`src/rtl/core/mdec_pkg.sv`:
```
// Package: opcode, function and memory-width codes for the decode stage.
`timescale 1ns / 1ps

package mdec_pkg;

   localparam int unsigned WordWidth = 32;
   localparam int unsigned RegIdxWidth = 5;
   localparam int unsigned ImmWidth = 16;

   typedef logic [5:0] opcode_type;
   typedef logic [2:0] mem_width_type;

   localparam opcode_type OP_R     = 6'h00;
   localparam opcode_type OP_J     = 6'h02;
   localparam opcode_type OP_JAL   = 6'h03;
   localparam opcode_type OP_BEQ   = 6'h04;
   localparam opcode_type OP_BNE   = 6'h05;
   localparam opcode_type OP_BGTZ  = 6'h07;
   localparam opcode_type OP_ADDI  = 6'h08;
   localparam opcode_type OP_ADDIU = 6'h09;
   localparam opcode_type OP_SLTI  = 6'h0A;
   localparam opcode_type OP_ANDI  = 6'h0C;
   localparam opcode_type OP_ORI   = 6'h0D;
   localparam opcode_type OP_NORI  = 6'h0E;
   localparam opcode_type OP_LUI   = 6'h0F;
   localparam opcode_type OP_LB    = 6'h20;
   localparam opcode_type OP_LH    = 6'h21;
   localparam opcode_type OP_LW    = 6'h23;
   localparam opcode_type OP_LBU   = 6'h24;
   localparam opcode_type OP_LHU   = 6'h25;
   localparam opcode_type OP_SB    = 6'h28;
   localparam opcode_type OP_SH    = 6'h29;
   localparam opcode_type OP_SW    = 6'h2B;
   localparam opcode_type OP_HALT  = 6'h3F;

   localparam opcode_type FN_JR    = 6'h08;

   localparam logic [RegIdxWidth-1:0] LINK_REG = 5'd31;

   localparam mem_width_type MW_WORD  = 3'd0;
   localparam mem_width_type MW_HALF  = 3'd1;
   localparam mem_width_type MW_BYTE  = 3'd2;
   localparam mem_width_type MW_HALFU = 3'd3;
   localparam mem_width_type MW_BYTEU = 3'd4;
   localparam mem_width_type MW_NONE  = 3'd5;

endpackage

```
`src/rtl/core/mips_decode_stage_with_branch_resolve.sv`:
```
// Top level: MIPS instruction decode with operand forwarding and branch resolve.
`timescale 1ns / 1ps
//
// Usage
//   Request channel: drive the req_ fields and raise start; the item is taken
//   at a rising edge where start is high and busy is low. busy is high only
//   from a reset edge until the first edge without reset; otherwise an item
//   may be offered every cycle.
//   Result channel: rsp_valid is high for one cycle with the decoded item on
//   the rsp_ ports; the receiver takes it at the end of that cycle and cannot
//   hold it off.
//   Path: the accepted item passes the input register, then the decode logic
//   into the result register.
//   Throughput: one item per cycle while busy is low; the decode and branch
//   compare/add sit in one stage between the input and result registers.
//   Reset (synchronous, active high): drops any item in flight, clears
//   rsp_valid and raises busy; no other state is kept.
//   A squashed item yields a result with every field zero.
//
module mips_decode_stage_with_branch_resolve (
   input  logic                                  clock,
   input  logic                                  reset,
   input  logic                                  start,
   output logic                                  busy,
   input  logic [mdec_pkg::WordWidth-1:0]        req_instruction,
   input  logic [mdec_pkg::WordWidth-1:0]        req_pc_plus_four,
   input  logic [mdec_pkg::WordWidth-1:0]        req_rs_regval,
   input  logic [mdec_pkg::WordWidth-1:0]        req_rt_regval,
   input  logic                                  req_fwd_rs,
   input  logic                                  req_fwd_rt,
   input  logic [mdec_pkg::WordWidth-1:0]        req_ex_alu_result,
   input  logic                                  req_squash,
   output logic                                  rsp_valid,
   output logic [mdec_pkg::WordWidth-1:0]        rsp_rs_value,
   output logic [mdec_pkg::WordWidth-1:0]        rsp_rt_value,
   output logic signed [mdec_pkg::ImmWidth-1:0]  rsp_imm_ext,
   output logic [mdec_pkg::RegIdxWidth-1:0]      rsp_dest_reg,
   output logic                                  rsp_alu_src,
   output logic                                  rsp_mem_read,
   output logic                                  rsp_mem_write,
   output mdec_pkg::mem_width_type               rsp_mem_width,
   output logic                                  rsp_reg_write,
   output logic                                  rsp_branch_taken,
   output logic [mdec_pkg::WordWidth-1:0]        rsp_branch_target,
   output logic                                  rsp_halt
);
   import mdec_pkg::*;

   logic                    busy_ff;
   logic                    in_valid_ff;
   logic [WordWidth-1:0]    ins_ff, pc4_ff, rsv_ff, rtv_ff, exr_ff;
   logic                    fwd_rs_ff, fwd_rt_ff, squash_ff;

   logic                    accept;

   logic [WordWidth-1:0]    rs_value_in, rt_value_in, target_in;
   logic [ImmWidth-1:0]     imm_in;
   logic [RegIdxWidth-1:0]  dest_in;
   logic                    src_imm_in, mread_in, mwrite_in, rwrite_in, taken_in, halt_in;
   mem_width_type           width_in;

   logic                    rsp_valid_ff;
   logic [WordWidth-1:0]    rs_value_ff, rt_value_ff, target_ff;
   logic [ImmWidth-1:0]     imm_ff;
   logic [RegIdxWidth-1:0]  dest_ff;
   logic                    alu_src_ff, mread_ff, mwrite_ff, rwrite_ff, taken_ff, halt_ff;
   mem_width_type           width_ff;

   // decode scratch
   opcode_type              op, fn;
   logic [WordWidth-1:0]    a, b, imm32, btarget, jtarget;
   logic                    d_alu_src, d_mread, d_mwrite, d_rwrite, d_taken;
   logic [RegIdxWidth-1:0]  d_dest;
   logic [WordWidth-1:0]    d_target;
   mem_width_type           d_width;

   assign accept = start & ~busy_ff;
   assign busy   = busy_ff;

   always_ff @(posedge clock) begin
      if (reset) begin
         busy_ff     <= 1'b1;
         in_valid_ff <= 1'b0;
      end else begin
         busy_ff     <= 1'b0;
         in_valid_ff <= accept;
      end
   end

   // hold the payload unless a new item is taken
   always_ff @(posedge clock) begin
      if (accept) begin
         ins_ff    <= req_instruction;
         pc4_ff    <= req_pc_plus_four;
         rsv_ff    <= req_rs_regval;
         rtv_ff    <= req_rt_regval;
         exr_ff    <= req_ex_alu_result;
         fwd_rs_ff <= req_fwd_rs;
         fwd_rt_ff <= req_fwd_rt;
         squash_ff <= req_squash;
      end
   end

   always_comb begin
      op      = ins_ff[31:26];
      fn      = ins_ff[5:0];
      a       = fwd_rs_ff ? exr_ff : rsv_ff;
      b       = fwd_rt_ff ? exr_ff : rtv_ff;
      imm32   = {{(WordWidth-ImmWidth){ins_ff[ImmWidth-1]}}, ins_ff[ImmWidth-1:0]};
      btarget = pc4_ff + {imm32[WordWidth-3:0], 2'b00};
      jtarget = {pc4_ff[31:28], ins_ff[25:0], 2'b00};

      d_dest    = ins_ff[20:16];
      d_alu_src = 1'b1;
      d_mread   = 1'b0;
      d_mwrite  = 1'b0;
      d_width   = MW_NONE;
      d_rwrite  = 1'b0;
      d_taken   = 1'b0;
      d_target  = '0;

      unique case (op)
         OP_R: begin
            d_dest    = ins_ff[15:11];
            d_alu_src = 1'b0;
            if (fn == FN_JR) begin
               d_taken  = 1'b1;
               d_target = a;
            end else begin
               d_rwrite = 1'b1;
            end
         end
         OP_J: begin
            d_taken  = 1'b1;
            d_target = jtarget;
         end
         OP_JAL: begin
            d_dest   = LINK_REG;
            d_rwrite = 1'b1;
            d_taken  = 1'b1;
            d_target = jtarget;
         end
         OP_BEQ: begin
            if (a == b) begin
               d_taken  = 1'b1;
               d_target = btarget;
            end
         end
         OP_BNE: begin
            if (a != b) begin
               d_taken  = 1'b1;
               d_target = btarget;
            end
         end
         OP_BGTZ: begin
            if ((a != '0) && !a[WordWidth-1]) begin
               d_taken  = 1'b1;
               d_target = btarget;
            end
         end
         OP_ADDI, OP_ADDIU, OP_SLTI, OP_ANDI, OP_ORI, OP_NORI, OP_LUI: begin
            d_rwrite = 1'b1;
         end
         OP_LW: begin
            d_mread = 1'b1; d_rwrite = 1'b1; d_width = MW_WORD;
         end
         OP_LH: begin
            d_mread = 1'b1; d_rwrite = 1'b1; d_width = MW_HALF;
         end
         OP_LB: begin
            d_mread = 1'b1; d_rwrite = 1'b1; d_width = MW_BYTE;
         end
         OP_LHU: begin
            d_mread = 1'b1; d_rwrite = 1'b1; d_width = MW_HALFU;
         end
         OP_LBU: begin
            d_mread = 1'b1; d_rwrite = 1'b1; d_width = MW_BYTEU;
         end
         OP_SW: begin
            d_mwrite = 1'b1; d_width = MW_WORD;
         end
         OP_SH: begin
            d_mwrite = 1'b1; d_width = MW_HALF;
         end
         OP_SB: begin
            d_mwrite = 1'b1; d_width = MW_BYTE;
         end
         default: begin
         end
      endcase

      // squash zeroes every field
      if (squash_ff) begin
         rs_value_in = '0;
         rt_value_in = '0;
         imm_in      = '0;
         dest_in     = '0;
         src_imm_in  = 1'b0;
         mread_in    = 1'b0;
         mwrite_in   = 1'b0;
         width_in    = '0;
         rwrite_in   = 1'b0;
         taken_in    = 1'b0;
         target_in   = '0;
         halt_in     = 1'b0;
      end else begin
         rs_value_in = a;
         rt_value_in = b;
         imm_in      = ins_ff[ImmWidth-1:0];
         dest_in     = d_dest;
         src_imm_in  = d_alu_src;
         mread_in    = d_mread;
         mwrite_in   = d_mwrite;
         width_in    = d_width;
         rwrite_in   = d_rwrite;
         taken_in    = d_taken;
         target_in   = d_target;
         halt_in     = (op == OP_HALT);
      end
   end

   always_ff @(posedge clock) begin
      if (reset) begin
         rsp_valid_ff <= 1'b0;
      end else begin
         rsp_valid_ff <= in_valid_ff;
      end
   end

   always_ff @(posedge clock) begin
      rs_value_ff <= rs_value_in;
      rt_value_ff <= rt_value_in;
      imm_ff      <= imm_in;
      dest_ff     <= dest_in;
      alu_src_ff  <= src_imm_in;
      mread_ff    <= mread_in;
      mwrite_ff   <= mwrite_in;
      width_ff    <= width_in;
      rwrite_ff   <= rwrite_in;
      taken_ff    <= taken_in;
      target_ff   <= target_in;
      halt_ff     <= halt_in;
   end

   assign rsp_valid         = rsp_valid_ff;
   assign rsp_rs_value      = rs_value_ff;
   assign rsp_rt_value      = rt_value_ff;
   assign rsp_imm_ext       = imm_ff;
   assign rsp_dest_reg      = dest_ff;
   assign rsp_alu_src       = alu_src_ff;
   assign rsp_mem_read      = mread_ff;
   assign rsp_mem_write     = mwrite_ff;
   assign rsp_mem_width     = width_ff;
   assign rsp_reg_write     = rwrite_ff;
   assign rsp_branch_taken  = taken_ff;
   assign rsp_branch_target = target_ff;
   assign rsp_halt          = halt_ff;

endmodule

```
`config.mk`:
```
export PLATFORM = sky130hd
export DESIGN_NAME = mips_decode_stage_with_branch_resolve
export DESIGN_NICKNAME = d
export VERILOG_FILES = /design/src/rtl/core/mdec_pkg.sv /design/src/rtl/core/mips_decode_stage_with_branch_resolve.sv
export SDC_FILE = /design/constraint.sdc
export NUM_CORES = 1
export LEC_CHECK = 0
export BUFFER_PORTS_ARGS = -buffer_cell sky130_fd_sc_hd__buf_2
export CAP_MARGIN = 20
export CORE_ASPECT_RATIO = 0.9
export CORE_UTILIZATION = 45
export DETAILED_ROUTE_END_ITERATION = 8
export HOLD_SLACK_MARGIN = 0.03
export PLACE_DENSITY = 0.73
export SLEW_MARGIN = 20
export SYNTH_ARGS = -nofsm -noshare
export SYNTH_HDL_FRONTEND = slang
export SYNTH_SLANG_ARGS = --single-unit
```
`constraint.sdc`:
```
create_clock -name clock -period 10.45 [get_ports clock]
set_input_delay 1.045 -clock clock [delete_from_list [all_inputs] [get_ports clock]]
set_output_delay 1.045 -clock clock [all_outputs]
set_load 0.1 [all_outputs]
```
==> flow_metrics.tcl <==
set metrics [dict create \
    htree_levels 1 \
    totalWireLength_um 34000 \
    grt_pass1_vias 8532 \
    place_hpwl_um 24700 \
    holdCritPathClass "reg2reg" \
    initial_core_util_pct 45.9 \
    start_kind "flop" \
    nets 1468 \
    die_area_um2 27300 \
    powerDensity_nw_per_um2 185 \
    max-cap-violations 0 \
    viasPerCell 5.41 \
    cts-resized-gates 0 \
    dpl_cell_area_um2 13800 \
    insertion_delay_ns 0.56 \
    timing.hold.ws_ns 0.440 \
    max_slew_margin_pct 29.0 \
    critPathSlowestCell "mux2i_1" \
    grt_setup_unrepaired "false" \
    clk_path_buf_depth 3 \
    cts_setup_buffers 0 \
    grt_use_total_pct 24.3 \
    path_common_cell "buf_4" \
    hp-start "in_valid_ff" \
    yosysTopAreaCellShare_pct 40.9 \
    cts_tree "built" \
    p_seq_share_pct 47.4 \
    worst_setup_path_end_kind "flop" \
    finish.utilization_pct 56.8 \
    first_pass_iters 5 \
    critPathMaxFanout 39 \
    synth_top_flop_cell "edfxtp_1" \
    fmax_mhz 266 \
    ctsHoldBuffers 0 \
    ys_async_sr_fraction_pct 0 \
    r2r-end "rsp_branch_target[1]" \
    rows 56 \
    holdPathEnd "rsp_valid" \
    placed_cells 1589 \
    io_buffers 293 \
    worst_pin_slew_ns 1.07 \
    fin_crit_sh_pct 36.0 \
    clk_pin_slew_ns 0.06 \
    numCtsBuffers 29 \
    combPwrFrac_pct 12.4 \
    synth_area_leaders "edfxtp_1, dfxtp_1, xnor2_1" \
    syn_nets 1174 \
    yosys.area.top_type "edfxtp_1" \
    mostFrequentLayoutCell "buf_2" \
    cp_top_family "compound AO/OA/AOI/OAI gates" \
    io_pins 294 \
    path_cells "buf_4 > mux2i_1 > xnor2_1 > nor4_1 > nand4_1 > o211a_1 > a211oi_1 > a21o_1 > or2_1 > buf_4 > o32ai_1" \
    rrSetupSlack_ns 6.69 \
    post_synth.cell_area_avg_um2 12.2 \
    sw_frac_of_total_pct 26.3 \
    setup_viol 0 \
    vias 8893 \
    clock_sinks 292 \
    worst-path-buf-inv 2 \
    cts_root_buffer "clkbuf_16" \
    core_um2 26100 \
    worst_ep_arrival_time_ns 4.19 \
    drive_above_1_share_pct 27.6 \
    netSwitchingPower_uw 719 \
    die_h_um 157 \
    antenna_found_initial 0 \
    syn_inst 978 \
    ys_seq_area_share_pct 62.5 \
    slowest_delay_ns 0.66 \
    synth_edf_count 163 \
    ant_nets 0 \
    grt-ovfl-total 0 \
    synth-warning-count 0 \
    hold_viol_final 0 \
    drc_errors 0 \
    skew_ns 0.0240 \
    final_max_slew_viol_count 0 \
    wl_per_cell_um 20.7 \
    p_int_mw 2.02 \
    final_cell_mix "buf_2, edfxtp_1, dfxtp_1" \
    cp.required_ns 10.87 \
    num-fill-cells 2206 \
    syn_to_final_growth_pct 23.6 \
    hold_depth 1 \
    fin_area_um2 14800 \
    timing.rr.start "fwd_rs_ff" \
    worst-setup-path-type "reg2reg" \
    gp_congestion 0.914 \
    ys_types 56 \
    status "finished, final reports clean" \
    ys_ff_latch 292 \
    drt_iter0_drc 809 \
    leakagePower_nw 6.13 \
    finalNonFillerCells 1643 \
    synth_area_um2 12000 \
    r2r_cells 11 \
    setup_tns_ns 0 \
    n_antenna_cell 0 \
    fin_crit_ns 3.76 \
    grt_max_degree 92 \
    grt_first_pass_wirelength_um 49900 \
    die_w_um 174 \
    clkPwrFrac_pct 40.2 \
    ir_drop_mv 0.128 \
    critPathLaunch "fwd_rs_ff" \
]
Yosys cell counts, types with 2 or more instances:
cell	count
mux2i_2	3
a2111oi_0	2
and4_1	2
o21bai_1	2
o311ai_0	2
o32ai_2	2
nand3_1	9
inv_1	12
o31ai_1	7
a21oi_1	61
o21a_1	2
clkbuf_1	31
a31oi_1	5
xnor2_1	78
ha_1	29
mux2i_1	62
nor2b_1	23
xor2_1	15
and3_1	2
nor4_1	19
o211ai_1	4
o21ai_0	21
nor3b_1	2
nor3_1	13
a211oi_1	13
o22ai_1	27
buf_4	2
or4_1	3
nand2_1	28
nand2b_1	14
buf_2	3
nor2_1	128
dfxtp_1	129
a21o_1	15
o32ai_1	4
nor4b_1	2
edfxtp_1	163
buf_6	3
nand4_1	17
or3_1	3
area by class of cell:
type	instances	area, um^2	area share (%)
multi-input combinational	633	4270	28.9
sequential	292	7480	50.5
timing repair buffer	303	1540	10.4
clock inverter	16	204	1.38
tap	348	435	2.94
clock buffer	38	822	5.55
inverter	13	48.8	0.330
how the worst max path moves through the flow:
| stage | depth (start not counted) | slack (ns) | to |
|---|---|---|---|
| 4_1_cts | 11 | 6.76 | rsp_branch_target[1] |
| 2_1_floorplan | 1 | 1.64 | exr_ff[0] |
| 5_1_grt | 11 | 6.43 | rsp_branch_target[1] |
| 3_5_place_dp | 11 | 6.81 | rsp_branch_target[1] |
| 6_report | 11 | 6.69 | rsp_branch_target[1] |
| 3_3_place_gp | 11 | 6.99 | rsp_branch_target[31] |
through the flow:
stage	setup slack (ns)	power [mW]
2_1_floorplan	1.64	1.57
3_3_place_gp	6.99	1.65
3_5_place_dp	6.81	1.66
4_1_cts	6.76	2.75
5_1_grt	6.43	2.82
6_report	6.69	2.74
routing by layer:
layer | GRT usage, % | part of all wire [%] | vias up
li1 | - | - | 4158
met1 | 33.9 | 44 | 4283
met2 | 38.0 | 45 | 400
met3 | 5.13 | 8.0 | 52
met4 | 7.27 | 2.8 | 0
met5 | 0 | 0 | -
power by group through the flow:
stage	Sequential [mW]	Clock, mW	Combinational [mW]
after detailed placement	1.32	0	0.336
final	1.30	1.10	0.340
after floorplan	1.44	0	0.126
after global placement	1.32	0	0.334
after global routing	1.30	1.16	0.359
after CTS	1.30	1.12	0.338
worst register-to-register path: cells and delay by family, from the launching register on:
| family | cells | cell delay, ns |
|---|---|---|
| muxes | 1 | 0.71 |
| AOI/OAI and AO/OA | 4 | 1.03 |
| and+or+nand+nor | 3 | 0.56 |
| DFF | 1 | 0.32 |
| buffers and inverters | 2 | 0.87 |
| xor gates and xnor gates | 1 | 0.14 |
logic make-up (layout without fill, tap and decap cells):
family / after synthesis / after routing / synth area share [%]
multiplexers: 66 / 66 / 5.62
buffers and inverters: 53 / 370 / 1.94
flip-flops: 292 / 292 / 62.5
adder cells (fa/ha/maj): 30 / 30 / 3.20
AND/OR/NAND/NOR: 267 / 267 / 10.6
XOR/XNOR: 93 / 93 / 6.80
AO/OA/AOI/OAI: 177 / 177 / 9.36
No activity file was read; power rests on OpenSTA's default activity.
